$ cat src/design/opci_pkg.sv
// types, constants and the operation sequence of the odometry integrator
`default_nettype none

package opci_pkg;

    localparam int      ANG_PI       = 25736;
    localparam int      ANG_TWO_PI   = 51472;
    localparam int      ANG_HALF_PI  = 12868;
    localparam int      CORDIC_STEPS = 16;
    localparam int      CORDIC_GAIN  = 652032874;
    localparam longint  DIAG_MAX     = 64'sd2147483647;
    localparam longint  OFF_MAX      = 64'sd2147483647;
    localparam longint  OFF_MIN      = -64'sd2147483648;
    localparam int      NUM_UOPS     = 51;
    localparam int      STEP_W       = $clog2(NUM_UOPS);
    localparam int      NOISE_RESET  = 655;

    typedef struct packed {
        logic signed [15:0] vel_x;
        logic signed [15:0] vel_y;
        logic signed [15:0] vel_heading;
        logic        [15:0] elapsed;
    } t_in_item;

    typedef struct packed {
        logic signed [31:0] factor_x;
        logic signed [31:0] factor_y;
        logic signed [15:0] factor_heading;
        logic signed [31:0] pose_x;
        logic signed [31:0] pose_y;
        logic signed [15:0] pose_heading;
        logic        [30:0] cov_xx;
        logic signed [31:0] cov_xy;
        logic signed [31:0] cov_xh;
        logic        [30:0] cov_yy;
        logic signed [31:0] cov_yh;
        logic        [30:0] cov_hh;
    } t_out_item;

    typedef struct packed {
        logic [1:0]  index;
        logic [15:0] value;
    } t_cfg_wr;

    typedef enum logic [1:0] {
        REG_NOISE_X = 2'd0,
        REG_NOISE_Y = 2'd1,
        REG_NOISE_H = 2'd2
    } t_reg_idx;

    typedef enum logic [5:0] {
        SRC_VX, SRC_VY, SRC_VH, SRC_DT, SRC_DX, SRC_DY, SRC_DTH,
        SRC_S, SRC_C, SRC_GS, SRC_GC, SRC_A, SRC_B, SRC_A2, SRC_AB, SRC_BB,
        SRC_QX, SRC_QY, SRC_QH, SRC_QD, SRC_C2, SRC_S2, SRC_CS,
        SRC_NX, SRC_NY, SRC_NH, SRC_FANG, SRC_GANG,
        SRC_CXX, SRC_CXY, SRC_CXH, SRC_CYY, SRC_CYH, SRC_CHH, SRC_ONE
    } t_src;

    typedef enum logic [4:0] {
        DST_NONE, DST_DX, DST_DY, DST_DTH, DST_A, DST_B, DST_A2, DST_AB, DST_BB,
        DST_QX, DST_QY, DST_QH, DST_QD, DST_C2, DST_S2, DST_CS,
        DST_FPX, DST_FPY, DST_GPX, DST_GPY, DST_FANG, DST_GANG,
        DST_CXX, DST_CXY, DST_CXH, DST_CYY, DST_CYH, DST_CHH
    } t_dst;

    typedef enum logic [1:0] {
        ACC_ADD  = 2'b00,
        ACC_SUB  = 2'b01,
        ACC_ADD2 = 2'b10
    } t_mode;

    typedef enum logic [1:0] {
        WSH_0, WSH_12, WSH_15, WSH_16
    } t_wsh;

    typedef struct packed {
        t_src  src_a;
        t_src  src_b;
        logic  psh16;
        logic  first;
        t_mode mode;
        t_dst  dst;
        t_wsh  wsh;
    } t_uop;

    typedef struct packed {
        logic load;
        logic cord_start;
        logic mul_en;
        logic acc_en;
        logic publish;
        t_uop uop;
    } t_dp_cmd;

    typedef struct packed {
        logic cord_done;
    } t_dp_status;

    function automatic logic [16:0] atan_at(input logic [3:0] i);
        logic [16:0] v;
        case (i)
            4'd0:    v = 17'd51472;
            4'd1:    v = 17'd30386;
            4'd2:    v = 17'd16055;
            4'd3:    v = 17'd8150;
            4'd4:    v = 17'd4091;
            4'd5:    v = 17'd2047;
            4'd6:    v = 17'd1024;
            4'd7:    v = 17'd512;
            4'd8:    v = 17'd256;
            4'd9:    v = 17'd128;
            4'd10:   v = 17'd64;
            4'd11:   v = 17'd32;
            4'd12:   v = 17'd16;
            4'd13:   v = 17'd8;
            4'd14:   v = 17'd4;
            default: v = 17'd2;
        endcase
        return v;
    endfunction

    function automatic t_uop mk(input t_src a, input t_src b, input logic p,
                                input logic f, input t_mode m, input t_dst d,
                                input t_wsh w);
        t_uop u;
        u.src_a = a;
        u.src_b = b;
        u.psh16 = p;
        u.first = f;
        u.mode  = m;
        u.dst   = d;
        u.wsh   = w;
        return u;
    endfunction

    // one multiply-accumulate per entry, results written back on the last term
    function automatic t_uop uop_at(input logic [STEP_W-1:0] idx);
        t_uop u;
        case (idx)
            6'd0:    u = mk(SRC_VX,   SRC_DT,  1'b0, 1'b1, ACC_ADD,  DST_DX,   WSH_12);
            6'd1:    u = mk(SRC_VY,   SRC_DT,  1'b0, 1'b1, ACC_ADD,  DST_DY,   WSH_12);
            6'd2:    u = mk(SRC_VH,   SRC_DT,  1'b0, 1'b1, ACC_ADD,  DST_DTH,  WSH_15);
            6'd3:    u = mk(SRC_DX,   SRC_C,   1'b0, 1'b1, ACC_ADD,  DST_NONE, WSH_0);
            6'd4:    u = mk(SRC_DY,   SRC_S,   1'b0, 1'b0, ACC_SUB,  DST_FPX,  WSH_16);
            6'd5:    u = mk(SRC_DX,   SRC_S,   1'b0, 1'b1, ACC_ADD,  DST_NONE, WSH_0);
            6'd6:    u = mk(SRC_DY,   SRC_C,   1'b0, 1'b0, ACC_ADD,  DST_FPY,  WSH_16);
            6'd7:    u = mk(SRC_DX,   SRC_GC,  1'b0, 1'b1, ACC_ADD,  DST_NONE, WSH_0);
            6'd8:    u = mk(SRC_DY,   SRC_GS,  1'b0, 1'b0, ACC_SUB,  DST_GPX,  WSH_16);
            6'd9:    u = mk(SRC_DX,   SRC_GS,  1'b0, 1'b1, ACC_ADD,  DST_NONE, WSH_0);
            6'd10:   u = mk(SRC_DY,   SRC_GC,  1'b0, 1'b0, ACC_ADD,  DST_GPY,  WSH_16);
            6'd11:   u = mk(SRC_FANG, SRC_ONE, 1'b0, 1'b1, ACC_ADD,  DST_NONE, WSH_0);
            6'd12:   u = mk(SRC_DTH,  SRC_ONE, 1'b0, 1'b0, ACC_ADD,  DST_FANG, WSH_0);
            6'd13:   u = mk(SRC_GANG, SRC_ONE, 1'b0, 1'b1, ACC_ADD,  DST_NONE, WSH_0);
            6'd14:   u = mk(SRC_DTH,  SRC_ONE, 1'b0, 1'b0, ACC_ADD,  DST_GANG, WSH_0);
            6'd15:   u = mk(SRC_DX,   SRC_S,   1'b1, 1'b1, ACC_SUB,  DST_NONE, WSH_0);
            6'd16:   u = mk(SRC_DY,   SRC_C,   1'b1, 1'b0, ACC_SUB,  DST_A,    WSH_0);
            6'd17:   u = mk(SRC_DX,   SRC_C,   1'b1, 1'b1, ACC_ADD,  DST_NONE, WSH_0);
            6'd18:   u = mk(SRC_DY,   SRC_S,   1'b1, 1'b0, ACC_SUB,  DST_B,    WSH_0);
            6'd19:   u = mk(SRC_A,    SRC_A,   1'b1, 1'b1, ACC_ADD,  DST_A2,   WSH_0);
            6'd20:   u = mk(SRC_A,    SRC_B,   1'b1, 1'b1, ACC_ADD,  DST_AB,   WSH_0);
            6'd21:   u = mk(SRC_B,    SRC_B,   1'b1, 1'b1, ACC_ADD,  DST_BB,   WSH_0);
            6'd22:   u = mk(SRC_NX,   SRC_DT,  1'b0, 1'b1, ACC_ADD,  DST_QX,   WSH_16);
            6'd23:   u = mk(SRC_NY,   SRC_DT,  1'b0, 1'b1, ACC_ADD,  DST_QY,   WSH_16);
            6'd24:   u = mk(SRC_NH,   SRC_DT,  1'b0, 1'b1, ACC_ADD,  DST_QH,   WSH_16);
            6'd25:   u = mk(SRC_QX,   SRC_ONE, 1'b0, 1'b1, ACC_ADD,  DST_NONE, WSH_0);
            6'd26:   u = mk(SRC_QY,   SRC_ONE, 1'b0, 1'b0, ACC_SUB,  DST_QD,   WSH_0);
            6'd27:   u = mk(SRC_C,    SRC_C,   1'b1, 1'b1, ACC_ADD,  DST_C2,   WSH_0);
            6'd28:   u = mk(SRC_S,    SRC_S,   1'b1, 1'b1, ACC_ADD,  DST_S2,   WSH_0);
            6'd29:   u = mk(SRC_C,    SRC_S,   1'b1, 1'b1, ACC_ADD,  DST_CS,   WSH_0);
            6'd30:   u = mk(SRC_CXX,  SRC_ONE, 1'b0, 1'b1, ACC_ADD,  DST_NONE, WSH_0);
            6'd31:   u = mk(SRC_A,    SRC_CXH, 1'b1, 1'b0, ACC_ADD2, DST_NONE, WSH_0);
            6'd32:   u = mk(SRC_A2,   SRC_CHH, 1'b1, 1'b0, ACC_ADD,  DST_NONE, WSH_0);
            6'd33:   u = mk(SRC_C2,   SRC_QX,  1'b1, 1'b0, ACC_ADD,  DST_NONE, WSH_0);
            6'd34:   u = mk(SRC_S2,   SRC_QY,  1'b1, 1'b0, ACC_ADD,  DST_CXX,  WSH_0);
            6'd35:   u = mk(SRC_CXY,  SRC_ONE, 1'b0, 1'b1, ACC_ADD,  DST_NONE, WSH_0);
            6'd36:   u = mk(SRC_A,    SRC_CYH, 1'b1, 1'b0, ACC_ADD,  DST_NONE, WSH_0);
            6'd37:   u = mk(SRC_B,    SRC_CXH, 1'b1, 1'b0, ACC_ADD,  DST_NONE, WSH_0);
            6'd38:   u = mk(SRC_AB,   SRC_CHH, 1'b1, 1'b0, ACC_ADD,  DST_NONE, WSH_0);
            6'd39:   u = mk(SRC_CS,   SRC_QD,  1'b1, 1'b0, ACC_ADD,  DST_CXY,  WSH_0);
            6'd40:   u = mk(SRC_CYY,  SRC_ONE, 1'b0, 1'b1, ACC_ADD,  DST_NONE, WSH_0);
            6'd41:   u = mk(SRC_B,    SRC_CYH, 1'b1, 1'b0, ACC_ADD2, DST_NONE, WSH_0);
            6'd42:   u = mk(SRC_BB,   SRC_CHH, 1'b1, 1'b0, ACC_ADD,  DST_NONE, WSH_0);
            6'd43:   u = mk(SRC_S2,   SRC_QX,  1'b1, 1'b0, ACC_ADD,  DST_NONE, WSH_0);
            6'd44:   u = mk(SRC_C2,   SRC_QY,  1'b1, 1'b0, ACC_ADD,  DST_CYY,  WSH_0);
            6'd45:   u = mk(SRC_CXH,  SRC_ONE, 1'b0, 1'b1, ACC_ADD,  DST_NONE, WSH_0);
            6'd46:   u = mk(SRC_A,    SRC_CHH, 1'b1, 1'b0, ACC_ADD,  DST_CXH,  WSH_0);
            6'd47:   u = mk(SRC_CYH,  SRC_ONE, 1'b0, 1'b1, ACC_ADD,  DST_NONE, WSH_0);
            6'd48:   u = mk(SRC_B,    SRC_CHH, 1'b1, 1'b0, ACC_ADD,  DST_CYH,  WSH_0);
            6'd49:   u = mk(SRC_CHH,  SRC_ONE, 1'b0, 1'b1, ACC_ADD,  DST_NONE, WSH_0);
            6'd50:   u = mk(SRC_QH,   SRC_ONE, 1'b0, 1'b0, ACC_ADD,  DST_CHH,  WSH_0);
            default: u = mk(SRC_ONE,  SRC_ONE, 1'b0, 1'b1, ACC_ADD,  DST_NONE, WSH_0);
        endcase
        return u;
    endfunction

endpackage

`default_nettype wire

$ cat src/design/opci_ctrl.sv
// controller: sequences cordic, multiply-accumulate steps and result hand-off
`default_nettype none

module opci_ctrl import opci_pkg::*; (
    input  wire logic        i_clk,
    input  wire logic        i_rst_n,
    input  wire logic        i_in_valid,
    output logic             o_in_ready,
    output logic             o_out_valid,
    input  wire logic        i_out_ready,
    input  wire t_dp_status  i_status,
    output t_dp_cmd          o_cmd
);

    typedef enum logic [4:0] {
        ST_IDLE = 5'b00001,
        ST_CORD = 5'b00010,
        ST_MUL  = 5'b00100,
        ST_ACC  = 5'b01000,
        ST_PUSH = 5'b10000
    } t_state;

    t_state            r_state, n_state;
    logic [STEP_W-1:0] r_step, n_step;
    logic              r_out_valid, n_out_valid;

    always_comb begin
        n_state          = r_state;
        n_step           = r_step;
        o_cmd            = '0;
        o_cmd.uop        = uop_at(r_step);
        o_in_ready       = 1'b0;
        case (r_state)
            ST_IDLE: begin
                o_in_ready = 1'b1;
                if (i_in_valid) begin
                    o_cmd.load       = 1'b1;
                    o_cmd.cord_start = 1'b1;
                    n_state          = ST_CORD;
                end
            end
            ST_CORD: begin
                n_step = '0;
                if (i_status.cord_done) begin
                    n_state = ST_MUL;
                end
            end
            ST_MUL: begin
                o_cmd.mul_en = 1'b1;
                n_state      = ST_ACC;
            end
            ST_ACC: begin
                o_cmd.acc_en = 1'b1;
                n_step       = r_step + 1'b1;
                n_state      = (r_step == STEP_W'(NUM_UOPS - 1)) ? ST_PUSH : ST_MUL;
            end
            ST_PUSH: begin
                // wait until the output register is free or being emptied
                if (!r_out_valid || i_out_ready) begin
                    o_cmd.publish = 1'b1;
                    n_state       = ST_IDLE;
                end
            end
            default: n_state = ST_IDLE;
        endcase
        if (o_cmd.publish) begin
            n_out_valid = 1'b1;
        end else if (i_out_ready) begin
            n_out_valid = 1'b0;
        end else begin
            n_out_valid = r_out_valid;
        end
    end

    always_ff @(posedge i_clk) begin
        if (!i_rst_n) begin
            r_state     <= ST_IDLE;
            r_step      <= '0;
            r_out_valid <= 1'b0;
        end else begin
            r_state     <= n_state;
            r_step      <= n_step;
            r_out_valid <= n_out_valid;
        end
    end

    assign o_out_valid = r_out_valid;

endmodule

`default_nettype wire

$ cat config.mk
export PLATFORM = sky130hd
export DESIGN_NAME = opci_ctrl
export DESIGN_NICKNAME = d
export VERILOG_FILES = /design/src/design/opci_pkg.sv /design/src/design/opci_ctrl.sv
export SDC_FILE = /design/constraint.sdc
export NUM_CORES = 1
export LEC_CHECK = 0
export ABC_CLOCK_PERIOD_IN_PS = 3880
export BUFFER_PORTS_ARGS = -buffer_cell sky130_fd_sc_hd__buf_2
export CORE_UTILIZATION = 55
export DETAILED_ROUTE_END_ITERATION = 6
export PLACE_DENSITY = 0.85
export SYNTH_ARGS = -nofsm -noshare
export SYNTH_HDL_FRONTEND = slang
export SYNTH_SLANG_ARGS = --single-unit
$ cat constraint.sdc
create_clock -name i_clk -period 3.88 [get_ports i_clk]
set_input_delay 0.194 -clock i_clk [delete_from_list [all_inputs] [get_ports i_clk]]
set_output_delay 0.194 -clock i_clk [all_outputs]
set_load 0.005 [all_outputs]
# [Word-level counts from Yosys, hierarchy flattened]
# Memory sizes are Yosys's and may differ from the RTL's. A register that Yosys moved wholly into a read port is not among the register bits.
# Index checks and enable logic that the tools add are counted.
[classes] addsub=1 multipliers=0 div=0 magnitude_cmp=0 eq_ne=9 n_shift=0 mux=17 bitwise=0 reduce_logical=5
[ops] cell="one-hot mux 5 bit (5 select lines)" n=1
[ops] cell="two-way mux 5 bit" n=4
[ops] cell="two-way mux 6 bit" n=2
[ops] cell="one-hot mux 6 bit (2 select lines)" n=1
[ops] cell="two-way mux 1 bit" n=7
[ops] cell="adder 6 x 1 -> 6 bit (second input constant)" n=1
[ops] cell="equality test 6 bit (second input constant)" n=1
[ops] cell="!= test 2 bit (second input constant)" n=3
[ops] cell="equality test 5 x 1 -> 1 bit (second input constant)" n=1
[ops] cell="equality test 5 x 2 -> 1 bit (second input constant)" n=1
[ops] cell="equality test 5 x 3 -> 1 bit (second input constant)" n=1
[ops] cell="equality test 5 x 4 -> 1 bit (second input constant)" n=1
[ops] cell="equality test 5 bit (second input constant)" n=1
[ops] cell="two-way mux 2 bit" n=2
[ops] cell="nonzero test 2 bit" n=2
[ops] cell="AND reduction 3 bit" n=1
[ops] cell="zero test 1 bit" n=1
[ops] cell="logical OR 1 bit" n=1
[totals] reg_bits=12 latch_bits=0 ram_bits=0 romBits=1472 in_bits=5 output_inout_bits=30 wordCells=36 n_memories=1
[memory_table] memory="(name not given)" words=64 word_bits=23 read_ports=1 rd_ports_with_merged_regs=1 wr=0 line_no="opci_pkg.sv:139" source="case (idx)"

# [Depth between registers and ports, before layout]
# Gate-level depths: netlist of run 1.
[depth] depth_word=5 mapped_depth=11 depth_no_buf=11

# [Worst setup path after synthesis of run 1]
# No wires, ideal clock.
[synth_timing] kind="reg-to-reg" from="register r_state[2]" to="register, netlist name o_cmd[9]" setup_time_ns=0.117 arrival_ns=2.646 required_ns=3.763 path_slack_ns=1.117 stages_incl_launch_ff=11 n_path_buf=1 synth_period_minus_slack_ns=2.763 path_cell_list="dfxtp_1 or3_1 nor2_1 o32a_1 inv_1 ha_1 buf_2 inv_1 nor2_2 or3_1 a32o_1"
[synth_via] elab_chain_len=4 elab_cells_between_ends=6 cone_classes="2 x eq/ne; 3 x mux; 1 x reduce/logical"
[synth_rtl] element="start: declaration" line_no="opci_ctrl.sv:23" source="t_state r_state, n_state;"
[synth_rtl] element="start signal: assignment" line_no="opci_ctrl.sv:81" source="r_state <= n_state;"
[synth_rtl] element="equality test 5 x 4 -> 1 bit / equality test 5 x 2 -> 1 bit (equally long branches)" line_no="opci_ctrl.sv:33" source="case (r_state)"
[synth_rtl] element="one-hot mux 6 bit (2 select lines) / nonzero test 2 bit (equally long branches)"
[synth_rtl] element="two-way mux 6 bit (no line) (*) (2 in a row)"
# Every way passes the cells marked *; elsewhere a longest branch is shown, timed or not.
# A chain may end at the register's enable or synchronous reset.

# [Final worst setup path of run 1]
[layout_timing] from="register r_state[4]" to="register, netlist name o_cmd[11]"
[layout_via] elab_chain_len=4 elab_cells_between_ends=6 cone_classes="2 x eq/ne; 3 x mux; 1 x reduce/logical"
[layout_rtl] element="equality test 5 x 4 -> 1 bit / equality test 5 x 2 -> 1 bit (equally long branches)" line_no="opci_ctrl.sv:33"
[layout_rtl] element="one-hot mux 6 bit (2 select lines) / nonzero test 2 bit (equally long branches)"
[layout_rtl] element="two-way mux 6 bit (no line) (*) (2 in a row)"
# Marks and branches as above.

==> results.cfg, run 1 <==
[status]
status = finished with violations
violations = DRC

[logic_synthesis]
synth_seq_area_share = 0.262
synth_area_um2 = 2670
post_synth_num_cell_types = 68
synth_edf_count = 0
synth_fp_nets = 371
synth_area_per_cell_um2 = 7.57
synth_ff_type = dfxtp_1
yosysWarnings = 0
ys_seq_elements = 35
syn_inst = 353
synthArstFlopShare = 0

[critical_path]
startpoint = r_state[4]
reg2reg_from = r_state[4]
crit_slowest_cell = a311o_1
crit_path_end_kind = register
critPathTopFamily = compound AO/OA/AOI/OAI gates
crit_required_ps = 4060
crit_chain = or3_1, nor2_1, a311o_1, clkinv_2, nand2_1, o22ai_1, a2111o_1
r2r-end = o_cmd[11]
crit_end = o_cmd[11]
crit_path_max_fanout = 17
critPathLaunchType = register
crit_arrival_ps = 3470
crit_buf_inv = 1
ff2ff_path_depth = 7
crit_type = register to register
r2r_setup_slack_ps = 590
cp_slowest_stage_delay_ps = 670
cp_num_cells = 7

[clock_tree]
holdBufCountCts = 0
cts.sink_count = 35
cts-resized-gates = 0
cts-buffers-inserted = 5
cts_setup_buffers = 0
cts_tree = built
cts-root-buf = clkbuf_8
clk_pin_slew_ps = 80
worstSkewPairLatency_ps = 300
htreeDepth = 2
clockBufferDepth = 2

[timing]
maxSlewHeadroom = 0.296
final_hold_viol_count = 0
setup_viol_count_final = 0
finalSetupTns_ps = 0
worst_pin_slew_ps = 1060
max_freq_ghz = 0.304
fin_crit_sh = 0.847
period_needed_ps = 3290
clock_skew_ps = 8.07
rsz0062_at_grt = false
slew_violations = 0

[drt]
routed_wirelength_mm = 9.13
drtAntennaViolNets = 0
drt-initial-drc-count = 580
dr.max_layer_used = met4
met1_length_mm = 3.51
drt_drc_violations_left = 2
met3_length_mm = 1.22
wl_per_cell_um = 21.1
drtPass1Iterations = 7
wl_met2_mm = 3.87
vias = 3052
vias_per_cell = 7.06

[power_and_ir_drop]
ir_worst_vdd_mv = 0.140
leakagePower_nw = 1.25
powerDensity_nw_per_um2 = 269

[floorplan]
fp.dieW_um = 71.7
die_area_um2 = 5140
die_h_um = 71.7
ios = 35
core-area_um2 = 4690
start_util = 0.570
rows = 25

[finish]
layout_common_cells = nand2_1, dfxtp_1, buf_2, nor2_1, a21oi_1
fin_area_um2 = 2960
diodes = 0
num-nets-final = 395
drive_gt1_frac = 0.180
synthToLayoutAreaGrowth_pct = 10.9
final_common_cell = nand2_1

[global_route]
grt.overflow.total = 0
grt_pass1_vias = 2755
grt.total_usage = 0.363
grt_antenna_before_repair = 0
grt_max_degree = 25
grt_pass1_wl_mm = 14.3

[placement]
hpwl_mm = 6.45
dpl-instance-area_um2 = 2830
portBuffers = 34
gp_congestion = 1.09

[min_path]
hold_path.class = primary input to register
whs_path_depth = 2

[flow_run]
drv_cap = 0
-- synth_stat cells, drive strengths merged, types with 2 or more instances --
master | count | area [um2]
a22oi | 2 | 15.0
mux2 | 2 | 22.5
dfxtp | 35 | 701
and4 | 2 | 17.5
o32a | 2 | 20.0
a21boi | 2 | 15.0
nor3 | 11 | 55.1
nor2b | 3 | 18.8
nand3b | 2 | 15.0
or2 | 4 | 25.0
o211ai | 8 | 60.1
mux2i | 7 | 70.1
a2111o | 2 | 22.5
nand4 | 5 | 31.3
nand2 | 37 | 146
ha | 13 | 163
a21oi | 26 | 130
nand2b | 5 | 31.3
o21ai | 25 | 129
a211o | 2 | 17.5
o2111ai | 4 | 35.0
o32ai | 3 | 26.3
clkbuf | 10 | 37.5
buf | 14 | 95.1
inv | 17 | 63.8
a32o | 2 | 20.0
o31ai | 2 | 15.0
nor2 | 33 | 126
and3 | 2 | 12.5
and2 | 3 | 18.8
a31oi | 5 | 37.5
or3 | 8 | 50.1
or3b | 2 | 20.0
nand3 | 12 | 65.1
o311ai | 4 | 35.0
a211oi | 5 | 42.5
o221ai | 8 | 70.1
o22ai | 7 | 43.8
-- flip-flops by register name, summed over array words and instances, names as in the netlist --
name         cells
o_cmd           23
o_out_valid      1
r_state          5
r_step           6
-- routing by layer --
metal / GRT usage / up-vias
met5: 0 / -
met4: 0.227 / 0
met2: 0.522 / 253
li1: - / 1362
met3: 0.118 / 67
met1: 0.468 / 1370
-- per-stage QoR --
stage               worst slack, ps   util  total power [mW]  cells  hold slack (ps)
floorplan                      1120      -             0.398    353              355
global placement                806  0.603             0.407    424              480
detailed placement              767  0.603             0.408    424              490
CTS                             749  0.632             0.802    432              165
global route                    505  0.632             0.824    432              197
finish                          595  0.632             0.798    432              169
-- cells by family (layout without fill, tap and decap cells) --
family,Yosys count,in the layout,synth area share
AO/OA/AOI/OAI,119,119,0.311
flip-flops,35,35,0.262
XOR/XNOR,2,2,0.00655
multiplexers,9,9,0.0346
AND/OR/NAND/NOR,133,133,0.250
buffers and inverters,42,67,0.0753
adder cells (fa/ha/maj),13,13,0.0608
-- where the power goes --
group	switching [mW]	internal [mW]
sequential	0.00418	0.361
clock	0.140	0.257
combinational	0.0221	0.0131
-- worst min path at each step --
stage / start / to / slack, ps
final: i_in_valid / r_state[0] / 170
after detailed placement: i_in_valid / r_state[0] / 490
after CTS: i_in_valid / r_state[0] / 170
after global routing: i_in_valid / r_state[0] / 200
after global placement: i_in_valid / r_state[0] / 480
after floorplan: i_status / r_state[2] / 360
-- layout make-up --
class	instances	area, um2
fill	440	1730
sequential	35	701
clock inverter	2	60.1
clock buffer	6	72.6
inverter	18	68.8
tap	54	67.6
timing repair buffer	41	223
multi-input combinational	276	1770
Power figures use the tool's default switching activity.
==> run 2, diff against run 1 <==
Settings changed: ABC_CLOCK_PERIOD_IN_PS 3880 to 3250.
Clock period 3.88 ns to 3.25 ns, I/O delays scaled along.
==> run 2 against run 1 <==
The run still ends with DRC left. Worst hold slack worse by 15 ps. Highest routed layer unchanged. Fmax up 10%. Global-route usage up 1.4 points. Clock power down 22%. Largest cell class unchanged. First-iteration DRC count up 4.3%. Final cell count up 2.3%. Sequential power up 19%. Largest power group is now sequential cells. Clock skew down 3.4 ps. Die area unchanged. Routed wire length up 0.58%.
==> results.cfg, run 2 (same netlist as run 1, synthesis figures left out) <==
[drt]
routed_wirelength_mm = 9.18
wl_per_cell_um = 20.8
drtPass1Iterations = 7
vias_per_cell = 7.08
drtAntennaViolNets = 0
vias = 3129
drt-initial-drc-count = 605
drt_drc_violations_left = 2

[clock_tree]
clk_pin_slew_ps = 70
cts-buffers-inserted = 5
cts-root-buf = clkbuf_8
holdBufCountCts = 0
htreeDepth = 2
clockBufferDepth = 2
worstSkewPairLatency_ps = 290
cts_tree = built
cts_setup_buffers = 0
cts.sink_count = 35

[timing]
finalSetupTns_ps = 0
final_hold_viol_count = 0
maxSlewHeadroom = 0.259
setup_viol_count_final = 0
rsz0062_at_grt = false
worst_pin_slew_ps = 1110
max_freq_ghz = 0.336
setup_ws_ps = 276
period_needed_ps = 2970
fin_crit_sh = 0.915
clock_skew_ps = 4.69
slew_violations = 0

[finish]
synthToLayoutAreaGrowth_pct = 11.8
diodes = 0
seqCellArea_um2 = 701
layout_common_cells = nand2_1, dfxtp_1, buf_2, nor2_1, a21oi_1
final_common_cell = nand2_1
multiInputGateArea_um2 = 1770
largest_reg_flops = 23
fill_cells = 416
stdcell_count = 442
num-nets-final = 405
drive_gt1_frac = 0.201

[placement]
gp_congestion = 1.07
post-place-ws_ps = 314
portBuffers = 34
place_inst = 434
hpwl_mm = 6.67

[global_route]
grt_pass1_wl_mm = 14.8
grt_antenna_before_repair = 0
grt.total_usage = 0.377
grt.overflow.total = 0
grt_max_degree = 19
grt_pass1_vias = 2825

[critical_path]
crit_path_end_kind = register
crit_path_max_fanout = 9
crit_required_ps = 3440
critPathLaunchType = register
crit_type = register to register
crit_arrival_ps = 3160

[power_and_ir_drop]
powerDensity_nw_per_um2 = 264
ir_worst_vdd_mv = 0.201
leakagePower_nw = 1.28

[floorplan]
ios = 35
rows = 25
die_area_um2 = 5140
fp.dieW_um = 71.7
die_h_um = 71.7
core-area_um2 = 4690
start_util = 0.570

[status]
violations = DRC
status = finished with violations

[flow_run]
drv_cap = 0

[min_path]
hold_path.class = primary input to register
## run 2: changes by cell type in the layout (fill, tap and decap cells not counted), sizes merged
cell    change
buf        +10
bufinv      -2
clkbuf      +1
clkinv      +1
## run 2: final timing paths
check               from          end  slack [ps]  cells after the start
min reg2reg  o_out_valid  o_out_valid         520                      2
min           i_in_valid   r_state[0]         150                      2
max           r_state[3]    o_cmd[21]         280                      7
max reg2reg   r_state[3]    o_cmd[21]         280                      7
## run 2: routing by layer
metal | part of all wire | routed length (um) | vias up | global-route usage
li1 | - | - | 1387 | -
met1 | 0.41 | 3730 | 1422 | 0.504
met2 | 0.43 | 3930 | 268 | 0.557
met3 | 0.12 | 1080 | 52 | 0.0942
met4 | 0.048 | 437 | 0 | 0.205
met5 | 0 | 0 | - | 0
## run 2: layout make-up
type | instances | area share
tap | 54 | 0.0226
clock inverter | 1 | 0.00167
inverter | 18 | 0.0230
sequential | 35 | 0.234
clock buffer | 7 | 0.0255
multi-input combinational | 276 | 0.593
timing repair buffer | 51 | 0.0996
## run 2: power by group
group          switching [mW]  leakage (nW)  internal, mW
logic                  0.0285         0.957        0.0178
clock network           0.157        0.0422         0.150
registers             0.00492         0.282         0.431
## run 2: timing repair
action / in CTS / in global routing
setup endpoints to repair: 0 / 1
endpoints found under the hold margin: 0 / 0
gates resized for setup: 0 / 1
## run 2: critical path, stage by stage (launching register included)
cell	delay [ps]
dfxtp_1	420
nor3b_2	320
nand2_1	220
o22ai_1	890
nor2_1	110
a211oi_1	420
o32ai_1	200
a211o_1	290
## run 2: through the flow
step	instance area [um2]	util	total power, mW	hold slack (ps)
6_report	2990	0.637	0.790	154
5_1_grt	2990	0.637	0.815	174
4_1_cts	2990	0.637	0.792	155
3_3_place_gp	2910	0.619	0.490	450
3_5_place_dp	2910	0.619	0.491	461
2_1_floorplan	2670	-	0.475	324
